===== src/hdl/tgca_pkg.sv =====
`timescale 1ns / 1ps

package tgca_pkg;

   localparam int MEMBER_W = 3;
   localparam int MAX_W    = 5;

   typedef enum logic [1:0] {
      ST_IDLE   = 2'd0,
      ST_WAIT   = 2'd1,
      ST_INSIDE = 2'd2
   } status_type;

   typedef enum logic [1:0] {
      S_IDLE,
      S_START,
      S_SCAN,
      S_FINISH
   } state_type;

   localparam logic CMD_ENTER = 1'b0;
   localparam logic CMD_LEAVE = 1'b1;

   typedef struct packed {
      logic en;
      logic leave;
      logic grp;
   } wr_type;

   typedef struct packed {
      logic valid;
      logic grp;
   } cell_grant_type;

endpackage


===== src/hdl/tgca_cell.sv =====
`timescale 1ns / 1ps

module tgca_cell
   import tgca_pkg::*;
#(
   parameter int IDX = 0,
   parameter int CW  = 3
) (
   input  logic                 clock,
   input  logic                 reset,
   input  logic                 step,
   input  wr_type               wr,
   input  logic [MEMBER_W-1:0]  wr_member,
   input  logic [MAX_W-1:0]     max_inside,
   input  logic                 tok_in_valid,
   input  logic [CW-1:0]        tok_in_cnt_a,
   input  logic [CW-1:0]        tok_in_cnt_b,
   output logic                 tok_out_valid,
   output logic [CW-1:0]        tok_out_cnt_a,
   output logic [CW-1:0]        tok_out_cnt_b,
   output cell_grant_type       grant,
   output logic                 drop
);

   status_type    status_a_ff, status_a_in;
   status_type    status_b_ff, status_b_in;
   logic          tok_valid_ff, tok_valid_in;
   logic          tok_phase_ff, tok_phase_in;
   logic [CW-1:0] tok_cnt_a_ff, tok_cnt_a_in;
   logic [CW-1:0] tok_cnt_b_ff, tok_cnt_b_in;

   logic       hit;
   logic       below_a;
   logic       below_b;
   logic       grant_a;
   logic       grant_b;
   status_type cur;

   always_comb begin
      hit     = wr.en && (32'(wr_member) == IDX);
      cur     = wr.grp ? status_b_ff : status_a_ff;
      drop    = hit && (cur == ST_INSIDE);
      below_a = {{MAX_W{1'b0}}, tok_cnt_a_ff} < {{CW{1'b0}}, max_inside};
      below_b = {{MAX_W{1'b0}}, tok_cnt_b_ff} < {{CW{1'b0}}, max_inside};
      grant_a = tok_valid_ff && !tok_phase_ff && (tok_cnt_b_ff == '0) &&
                (status_a_ff == ST_WAIT) && below_a;
      grant_b = tok_valid_ff && tok_phase_ff && (tok_cnt_a_ff == '0) &&
                (status_b_ff == ST_WAIT) && below_b;
      grant.valid = grant_a || grant_b;
      grant.grp   = tok_phase_ff;

      tok_out_valid = tok_valid_ff && tok_phase_ff;
      tok_out_cnt_a = tok_cnt_a_ff;
      tok_out_cnt_b = tok_cnt_b_ff + CW'(grant_b);

      status_a_in = status_a_ff;
      status_b_in = status_b_ff;
      if (hit) begin
         if (wr.grp) begin
            status_b_in = (wr.leave == CMD_LEAVE) ? ST_IDLE : ST_WAIT;
         end else begin
            status_a_in = (wr.leave == CMD_LEAVE) ? ST_IDLE : ST_WAIT;
         end
      end
      if (step && grant_a) begin
         status_a_in = ST_INSIDE;
      end
      if (step && grant_b) begin
         status_b_in = ST_INSIDE;
      end

      tok_valid_in = tok_valid_ff;
      tok_phase_in = tok_phase_ff;
      tok_cnt_a_in = tok_cnt_a_ff;
      tok_cnt_b_in = tok_cnt_b_ff;
      if (step) begin
         if (tok_valid_ff && !tok_phase_ff) begin
            tok_phase_in = 1'b1;
            tok_cnt_a_in = tok_cnt_a_ff + CW'(grant_a);
         end else begin
            tok_valid_in = tok_in_valid;
            tok_phase_in = 1'b0;
            tok_cnt_a_in = tok_in_cnt_a;
            tok_cnt_b_in = tok_in_cnt_b;
         end
      end
   end

   always_ff @(posedge clock) begin
      if (reset) begin
         status_a_ff  <= ST_IDLE;
         status_b_ff  <= ST_IDLE;
         tok_valid_ff <= 1'b0;
         tok_phase_ff <= 1'b0;
      end else begin
         status_a_ff  <= status_a_in;
         status_b_ff  <= status_b_in;
         tok_valid_ff <= tok_valid_in;
         tok_phase_ff <= tok_phase_in;
      end
      tok_cnt_a_ff <= tok_cnt_a_in;
      tok_cnt_b_ff <= tok_cnt_b_in;
   end

endmodule


===== src/hdl/two_group_capacity_arbiter.sv =====
`timescale 1ns / 1ps

// Arbiter for two groups of PER_GROUP members sharing one resource. Each request
// transaction is one member asking to enter or leaving; the arbiter then walks
// a grant token through a row of cells, one per member index, checking group A
// and then group B in each cell, and returns one response transaction per grant
// in index order (or a single no-grant response), the final one with tlast set.
// From acceptance until its final response is loaded, the token of a request
// walks through every cell, and a stalled response side holds it back. The
// next request is accepted once the final response is loaded, even while it
// still waits to be taken.

module two_group_capacity_arbiter
   import tgca_pkg::*;
#(
   parameter int PER_GROUP = 5
) (
   input  logic       clock,
   input  logic       reset,

   input  logic       req_tvalid,
   output logic       req_tready,
   input  logic [7:0] req_tdata,   // [2:0] member, [7:3] zero
   input  logic [1:0] req_tuser,   // [0] command, [1] group

   output logic       rsp_tvalid,
   input  logic       rsp_tready,
   output logic [7:0] rsp_tdata,   // [2:0] grant_member, [7:3] zero
   output logic [1:0] rsp_tuser,   // [0] grant_valid, [1] grant_group
   output logic       rsp_tlast,

   input  logic       csr_valid,
   output logic       csr_ready,
   input  logic [4:0] csr_data
);

   localparam int CW = $clog2(PER_GROUP + 1);

   state_type state_ff, state_in;

   logic [MAX_W-1:0]    max_ff;
   logic [CW-1:0]       cnt_a_ff, cnt_a_in;
   logic [CW-1:0]       cnt_b_ff, cnt_b_in;

   logic                pend_valid_ff, pend_valid_in;
   logic                pend_grp_ff, pend_grp_in;
   logic [MEMBER_W-1:0] pend_member_ff, pend_member_in;

   logic                rsp_valid_ff, rsp_valid_in;
   logic                rsp_grant_ff, rsp_grant_in;
   logic                rsp_grp_ff, rsp_grp_in;
   logic [MEMBER_W-1:0] rsp_member_ff, rsp_member_in;
   logic                rsp_last_ff, rsp_last_in;

   logic                tv [PER_GROUP+1];
   logic [CW-1:0]       ca [PER_GROUP+1];
   logic [CW-1:0]       cb [PER_GROUP+1];
   cell_grant_type      cell_grant [PER_GROUP];
   logic [PER_GROUP-1:0] cell_drop;

   wr_type              wr;
   logic                req_fire;
   logic                step;
   logic                stall;
   logic                out_free;
   logic                any_grant;
   logic                grant_grp;
   logic [MEMBER_W-1:0] grant_member;

   assign req_tready = (state_ff == S_IDLE);
   assign req_fire   = req_tvalid && req_tready;
   assign csr_ready  = 1'b1;

   assign wr.en      = req_fire;
   assign wr.leave   = req_tuser[0];
   assign wr.grp     = req_tuser[1];

   assign tv[0] = (state_ff == S_START);
   assign ca[0] = cnt_a_ff;
   assign cb[0] = cnt_b_ff;

   for (genvar i = 0; i < PER_GROUP; i++) begin : g_cell
      tgca_cell #(
         .IDX (i),
         .CW  (CW)
      ) u_cell (
         .clock         (clock),
         .reset         (reset),
         .step          (step),
         .wr            (wr),
         .wr_member     (req_tdata[MEMBER_W-1:0]),
         .max_inside    (max_ff),
         .tok_in_valid  (tv[i]),
         .tok_in_cnt_a  (ca[i]),
         .tok_in_cnt_b  (cb[i]),
         .tok_out_valid (tv[i+1]),
         .tok_out_cnt_a (ca[i+1]),
         .tok_out_cnt_b (cb[i+1]),
         .grant         (cell_grant[i]),
         .drop          (cell_drop[i])
      );
   end

   always_comb begin
      any_grant    = 1'b0;
      grant_grp    = 1'b0;
      grant_member = '0;
      for (int i = 0; i < PER_GROUP; i++) begin
         if (cell_grant[i].valid) begin
            any_grant    = 1'b1;
            grant_grp    = grant_grp | cell_grant[i].grp;
            grant_member = grant_member | MEMBER_W'(i);
         end
      end
   end

   assign out_free = !rsp_valid_ff || rsp_tready;
   assign stall    = any_grant && pend_valid_ff && !out_free;
   assign step     = (state_ff == S_START) || ((state_ff == S_SCAN) && !stall);

   always_comb begin
      state_in       = state_ff;
      cnt_a_in       = cnt_a_ff;
      cnt_b_in       = cnt_b_ff;
      pend_valid_in  = pend_valid_ff;
      pend_grp_in    = pend_grp_ff;
      pend_member_in = pend_member_ff;
      rsp_valid_in   = rsp_valid_ff && !rsp_tready;
      rsp_grant_in   = rsp_grant_ff;
      rsp_grp_in     = rsp_grp_ff;
      rsp_member_in  = rsp_member_ff;
      rsp_last_in    = rsp_last_ff;

      unique case (state_ff)
         S_IDLE: begin
            if (req_fire) begin
               if (|cell_drop) begin
                  if (wr.grp) begin
                     cnt_b_in = cnt_b_ff - CW'(1);
                  end else begin
                     cnt_a_in = cnt_a_ff - CW'(1);
                  end
               end
               state_in = S_START;
            end
         end
         S_START: begin
            state_in = S_SCAN;
         end
         S_SCAN: begin
            if (step) begin
               if (any_grant) begin
                  if (pend_valid_ff) begin
                     rsp_valid_in  = 1'b1;
                     rsp_grant_in  = 1'b1;
                     rsp_grp_in    = pend_grp_ff;
                     rsp_member_in = pend_member_ff;
                     rsp_last_in   = 1'b0;
                  end
                  pend_valid_in  = 1'b1;
                  pend_grp_in    = grant_grp;
                  pend_member_in = grant_member;
               end
               if (tv[PER_GROUP]) begin
                  cnt_a_in = ca[PER_GROUP];
                  cnt_b_in = cb[PER_GROUP];
                  state_in = S_FINISH;
               end
            end
         end
         S_FINISH: begin
            if (out_free) begin
               rsp_valid_in  = 1'b1;
               rsp_grant_in  = pend_valid_ff;
               rsp_grp_in    = pend_valid_ff && pend_grp_ff;
               rsp_member_in = pend_valid_ff ? pend_member_ff : '0;
               rsp_last_in   = 1'b1;
               pend_valid_in = 1'b0;
               state_in      = S_IDLE;
            end
         end
         default: begin
            state_in = S_IDLE;
         end
      endcase
   end

   always_ff @(posedge clock) begin
      if (reset) begin
         state_ff      <= S_IDLE;
         max_ff        <= MAX_W'(1);
         cnt_a_ff      <= '0;
         cnt_b_ff      <= '0;
         pend_valid_ff <= 1'b0;
         rsp_valid_ff  <= 1'b0;
      end else begin
         state_ff      <= state_in;
         cnt_a_ff      <= cnt_a_in;
         cnt_b_ff      <= cnt_b_in;
         pend_valid_ff <= pend_valid_in;
         rsp_valid_ff  <= rsp_valid_in;
         if (csr_valid && csr_ready) begin
            max_ff <= csr_data;
         end
      end
      pend_grp_ff    <= pend_grp_in;
      pend_member_ff <= pend_member_in;
      rsp_grant_ff   <= rsp_grant_in;
      rsp_grp_ff     <= rsp_grp_in;
      rsp_member_ff  <= rsp_member_in;
      rsp_last_ff    <= rsp_last_in;
   end

   assign rsp_tvalid = rsp_valid_ff;
   assign rsp_tdata  = {{(8 - MEMBER_W){1'b0}}, rsp_member_ff};
   assign rsp_tuser  = {rsp_grp_ff, rsp_grant_ff};
   assign rsp_tlast  = rsp_last_ff;

endmodule

===== config.mk =====
export PLATFORM = sky130hd
export DESIGN_NAME = two_group_capacity_arbiter
export DESIGN_NICKNAME = d
export VERILOG_FILES = /design/src/hdl/tgca_pkg.sv /design/src/hdl/tgca_cell.sv /design/src/hdl/two_group_capacity_arbiter.sv
export SDC_FILE = /design/constraint.sdc
export NUM_CORES = 1
export LEC_CHECK = 0
export CORE_MARGIN = 2
export CORE_UTILIZATION = 40
export CTS_BUF_LIST = sky130_fd_sc_hd__clkbuf_16
export CTS_CLUSTER_SIZE = 24
export DETAILED_ROUTE_END_ITERATION = 8
export DONT_BUFFER_PORTS = 1
export PLACE_DENSITY_LB_ADDON = 0.3
export SYNTH_ARGS = -nofsm -noshare
export SYNTH_HDL_FRONTEND = slang
export SYNTH_SLANG_ARGS = --single-unit

===== constraint.sdc =====
create_clock -name clock -period 9.3 [get_ports clock]
set_clock_uncertainty 0.1 [all_clocks]
set_input_delay 0 -clock clock [delete_from_list [all_inputs] [get_ports clock]]
set_output_delay 0 -clock clock [all_outputs]
set_load 0.01 [all_outputs]

==> qor.csv <==
stage,metric,value,unit
sta,rsz0062_at_grt,no,
routing,drtIter0Drc,329,
die,start_util,41.32,%
cells_and_area,drive_above_1_share,8.302,%
pwr,peakVddDrop,0.1012,mV
cts,cts_root_buf,clkbuf_16,
routing,drt_wl_total,13430,um
setup_path,startpoint_type,flop,
sta,period_minus_slack,3.693,ns
logic_synthesis,seq_area_frac_synth,42.00,%
global_route,overflow,0,
cts,clkTransAtPathRegs,0.06,ns
outcome,status,finished clean,
global_route,grt_max_degree,42,
sta,setup_viol,0,
pwr,p_leak,0.002122,uW
logic_synthesis,yosysUniqueCellTypes,63,
flow_run,cap_violations,0,
logic_synthesis,synth_most_common_cell,nor2_1,
global_route,grt_use_total,21.20,%
die,core,0.01211,mm^2
routing,drc,0,
logic_synthesis,synth_ff_type,dfxtp_1,
min_path,worstHoldPathCells,4,
sta,finalSetupTns,0,ns
cts,clkLatencyLatePin,0.35,ns
cells_and_area,fin_cells,698,
logic_synthesis,avgSynthCellArea,9.775,um^2
pwr,p_per_area,261.8,mW/mm^2
sta,tightest_slew,0.7859,ns
die,ios,34,
cts,clkSinkCount,85,
sta,hold_viol_final,0,
cells_and_area,fill_cells,1157,
cts,cts_resized,0,
logic_synthesis,synth_edf_count,40,
logic_synthesis,yosys_warnings,0,
placement,numPortBuffers,0,
cts,postCtsSetupBuffers,0,
setup_path,cp_max_fo,15,
cts,cts.path.max_buffers,2,
die,dieArea,0.01342,mm^2
logic_synthesis,synth_area,0.005005,mm^2
routing,ant_nets,0,
cts,cts_hold_buffers,26,
cts,cts_buffers,9,
routing,avgViaCountPerCell,5.838,
global_route,grt_pass1_wl,21560,um
logic_synthesis,synth_top_area_cell,edfxtp_1,
routing,vias,4075,
die,die_height,115.9,um
die,die_w,115.9,um
placement,dp_hpwl,9382,um
setup_path,endpoint_kind,flop,
sta,fin_crit_sh,39.71,%
sta,max_slew_margin,47.61,%
logic_synthesis,yosysTopAreaCellShare,24.00,%
pwr,finalPower,1481,uW
placement,gp_congestion,0.8720,
setup_path,critPathKind,flop to flop,
logic_synthesis,async_reset_ff_share,0,%
die,rows,40,
cells_and_area,final_net_count,591,
setup_path,rrSetupSlack,5.61,ns
logic_synthesis,synthCells,512,
cts,htree_num_levels,3,
routing,firstDrtPassIters,5,
cells_and_area,n_antenna_cell,0,
setup_path,r2r_cells,11,
min_path,hold_path_class,input port to flop,
setup_path,reg2reg_from,max_ff[2]$_SDFFE_PP0P_,
cts,cts_tree,built,
min_path,worst_hold_startpoint,req_tvalid,
setup_path,cp.arrival,3.59,ns
setup_path,cp.required,9.20,ns
global_route,grt_pass1_vias,3948,
logic_synthesis,yosys-top-cells-count,"nor2_1, ha_1, dfxtp_1",
setup_path,r2r_end,g_cell[4].u_cell.tok_cnt_b_ff[1]$_DFFE_PP_,
routing,wl_per_cell,19.23,um
global_route,antenna_found_initial,0,
cells_and_area,syn2layout_area_growth,13.00,%
sta,maxSlewViolCount,0,
placement,dp_cells,656,
sta,max_freq,0.2708,GHz
logic_synthesis,synth.area.top_cells,"edfxtp_1, dfxtp_1, ha_1",
min_path,hold-path-endpoint,g_cell[4].u_cell.status_b_ff[0]$_SDFFE_PP0P_,
logic_synthesis,ys_seq_elements,85,
worst max-delay path by stage:
stage | start | to | slack [ns] | cells past startpoint
after floorplan | max_ff[1]$_SDFFE_PP0P_ | g_cell[1].u_cell.tok_cnt_b_ff[0]$_DFFE_PP_ | 6.33 | 8
after detailed placement | max_ff[1]$_SDFFE_PP0P_ | g_cell[0].u_cell.status_b_ff[1]$_SDFFE_PP0P_ | 5.69 | 11
after CTS | max_ff[1]$_SDFFE_PP0P_ | g_cell[0].u_cell.status_b_ff[1]$_SDFFE_PP0P_ | 5.66 | 11
after global routing | max_ff[2]$_SDFFE_PP0P_ | g_cell[3].u_cell.tok_cnt_b_ff[1]$_DFFE_PP_ | 5.40 | 11
final | max_ff[2]$_SDFFE_PP0P_ | g_cell[4].u_cell.tok_cnt_b_ff[1]$_DFFE_PP_ | 5.61 | 11
after global placement | max_ff[1]$_SDFFE_PP0P_ | g_cell[0].u_cell.status_b_ff[1]$_SDFFE_PP0P_ | 5.75 | 11
kinds of logic after synthesis:
| logic type | share of synthesized area (%) |
|---|---|
| other | 0.1501 |
| and+or+nand+nor | 21.23 |
| muxes | 3.175 |
| AOI/OAI and AO/OA | 15.87 |
| xor gates and xnor gates | 1.750 |
| adders and majority gates | 11.50 |
| buffers and inverters | 4.325 |
| DFF | 42.00 |
cells in the final DEF, fill, tap and decap left out, types with 4 or more instances in the layout:
cell	n
nor2b_1	5
mux2_2	7
nor4bb_1	5
xor2_1	5
nand2b_1	19
nor3_1	10
nor3b_1	4
a211oi_1	13
xnor2_1	5
or4_1	7
ha_1	46
clkbuf_16	9
and3_1	6
nand3b_1	5
and2_1	4
nand3_1	9
mux2i_1	8
nor2_1	49
dfxtp_1	45
edfxtp_1	40
a21oi_1	34
dlygate4sd3_1	25
conb_1	6
o21a_1	5
o21ai_0	26
inv_1	18
a211o_1	5
nand2_1	30
nor4_1	6
nand4_1	8
layout make-up:
| class | instances | area, um^2 | area share, % |
|---|---|---|---|
| Sequential cell | 85 | 2102 | 37.17 |
| Inverter | 19 | 72.57 | 1.283 |
| Clock inverter | 7 | 66.31 | 1.173 |
| Multi-Input combinational cell | 383 | 2701 | 47.77 |
| Tap cell | 168 | 210.2 | 3.717 |
| Clock buffer | 9 | 225.2 | 3.982 |
| Timing Repair Buffer | 27 | 277.8 | 4.912 |
metal layers:
| layer | vias up | share of wire, % | wire length (um) | GRT usage [%] |
|---|---|---|---|---|
| met5 | - | 0 | 0 | 0 |
| met3 | 21 | 5.0 | 678 | 2.406 |
| li1 | 1928 | - | - | - |
| met1 | 1989 | 47 | 6312 | 29.47 |
| met2 | 137 | 46 | 6164 | 33.61 |
| met4 | 0 | 2.0 | 271 | 8.968 |
worst max-delay path, cell delays in order, from the launching register on:
cell and delay, ns:
dfxtp_1 0.35, inv_1 0.22, ha_1 0.36, nor2_1 0.04
nor2_1 0.08, a21oi_1 0.25, nor4_2 0.64, inv_2 0.13
o41ai_4 0.33, buf_4 0.29, nand2_2 0.18, nor2_1 0.38
flip-flops by register name, indices dropped and copies added (netlist names):
name,flops
g_cell.u_cell.tok_cnt_b_ff,15
rsp_member_ff,3
g_cell.u_cell.status_b_ff,10
g_cell.u_cell.tok_phase_ff,5
rsp_tlast,1
pend_grp_ff,1
max_ff,5
pend_member_ff,3
rsp_tvalid,1
g_cell.u_cell.tok_out_cnt_a,15
cnt_b_ff,3
cnt_a_ff,3
state_ff,2
pend_valid_ff,1
g_cell.u_cell.status_a_ff,10
g_cell.u_cell.tok_valid_ff,5
rsp_grant_ff,1
rsp_grp_ff,1
where the power goes:
| group | internal [uW] | switching (uW) |
|---|---|---|
| registers | 527 | 101 |
| logic | 191 | 303 |
| clock network | 207 | 151 |
| total | 925 | 556 |
metrics by stage:
| step | hold slack (ns) | utilization [%] | instance area (um^2) | worst slack (ns) |
|---|---|---|---|---|
| 2_1_floorplan | 0.02856 | - | 5020 | 6.332 |
| 3_3_place_gp | -0.02545 | 42.06 | 5094 | 5.751 |
| 3_5_place_dp | -0.02083 | 42.06 | 5094 | 5.687 |
| 4_1_cts | 0.001958 | 46.69 | 5655 | 5.661 |
| 5_1_grt | 0.03676 | 46.69 | 5655 | 5.401 |
| 6_report | 0.02112 | 46.69 | 5655 | 5.607 |
No activity file was read; power rests on OpenSTA's default activity.
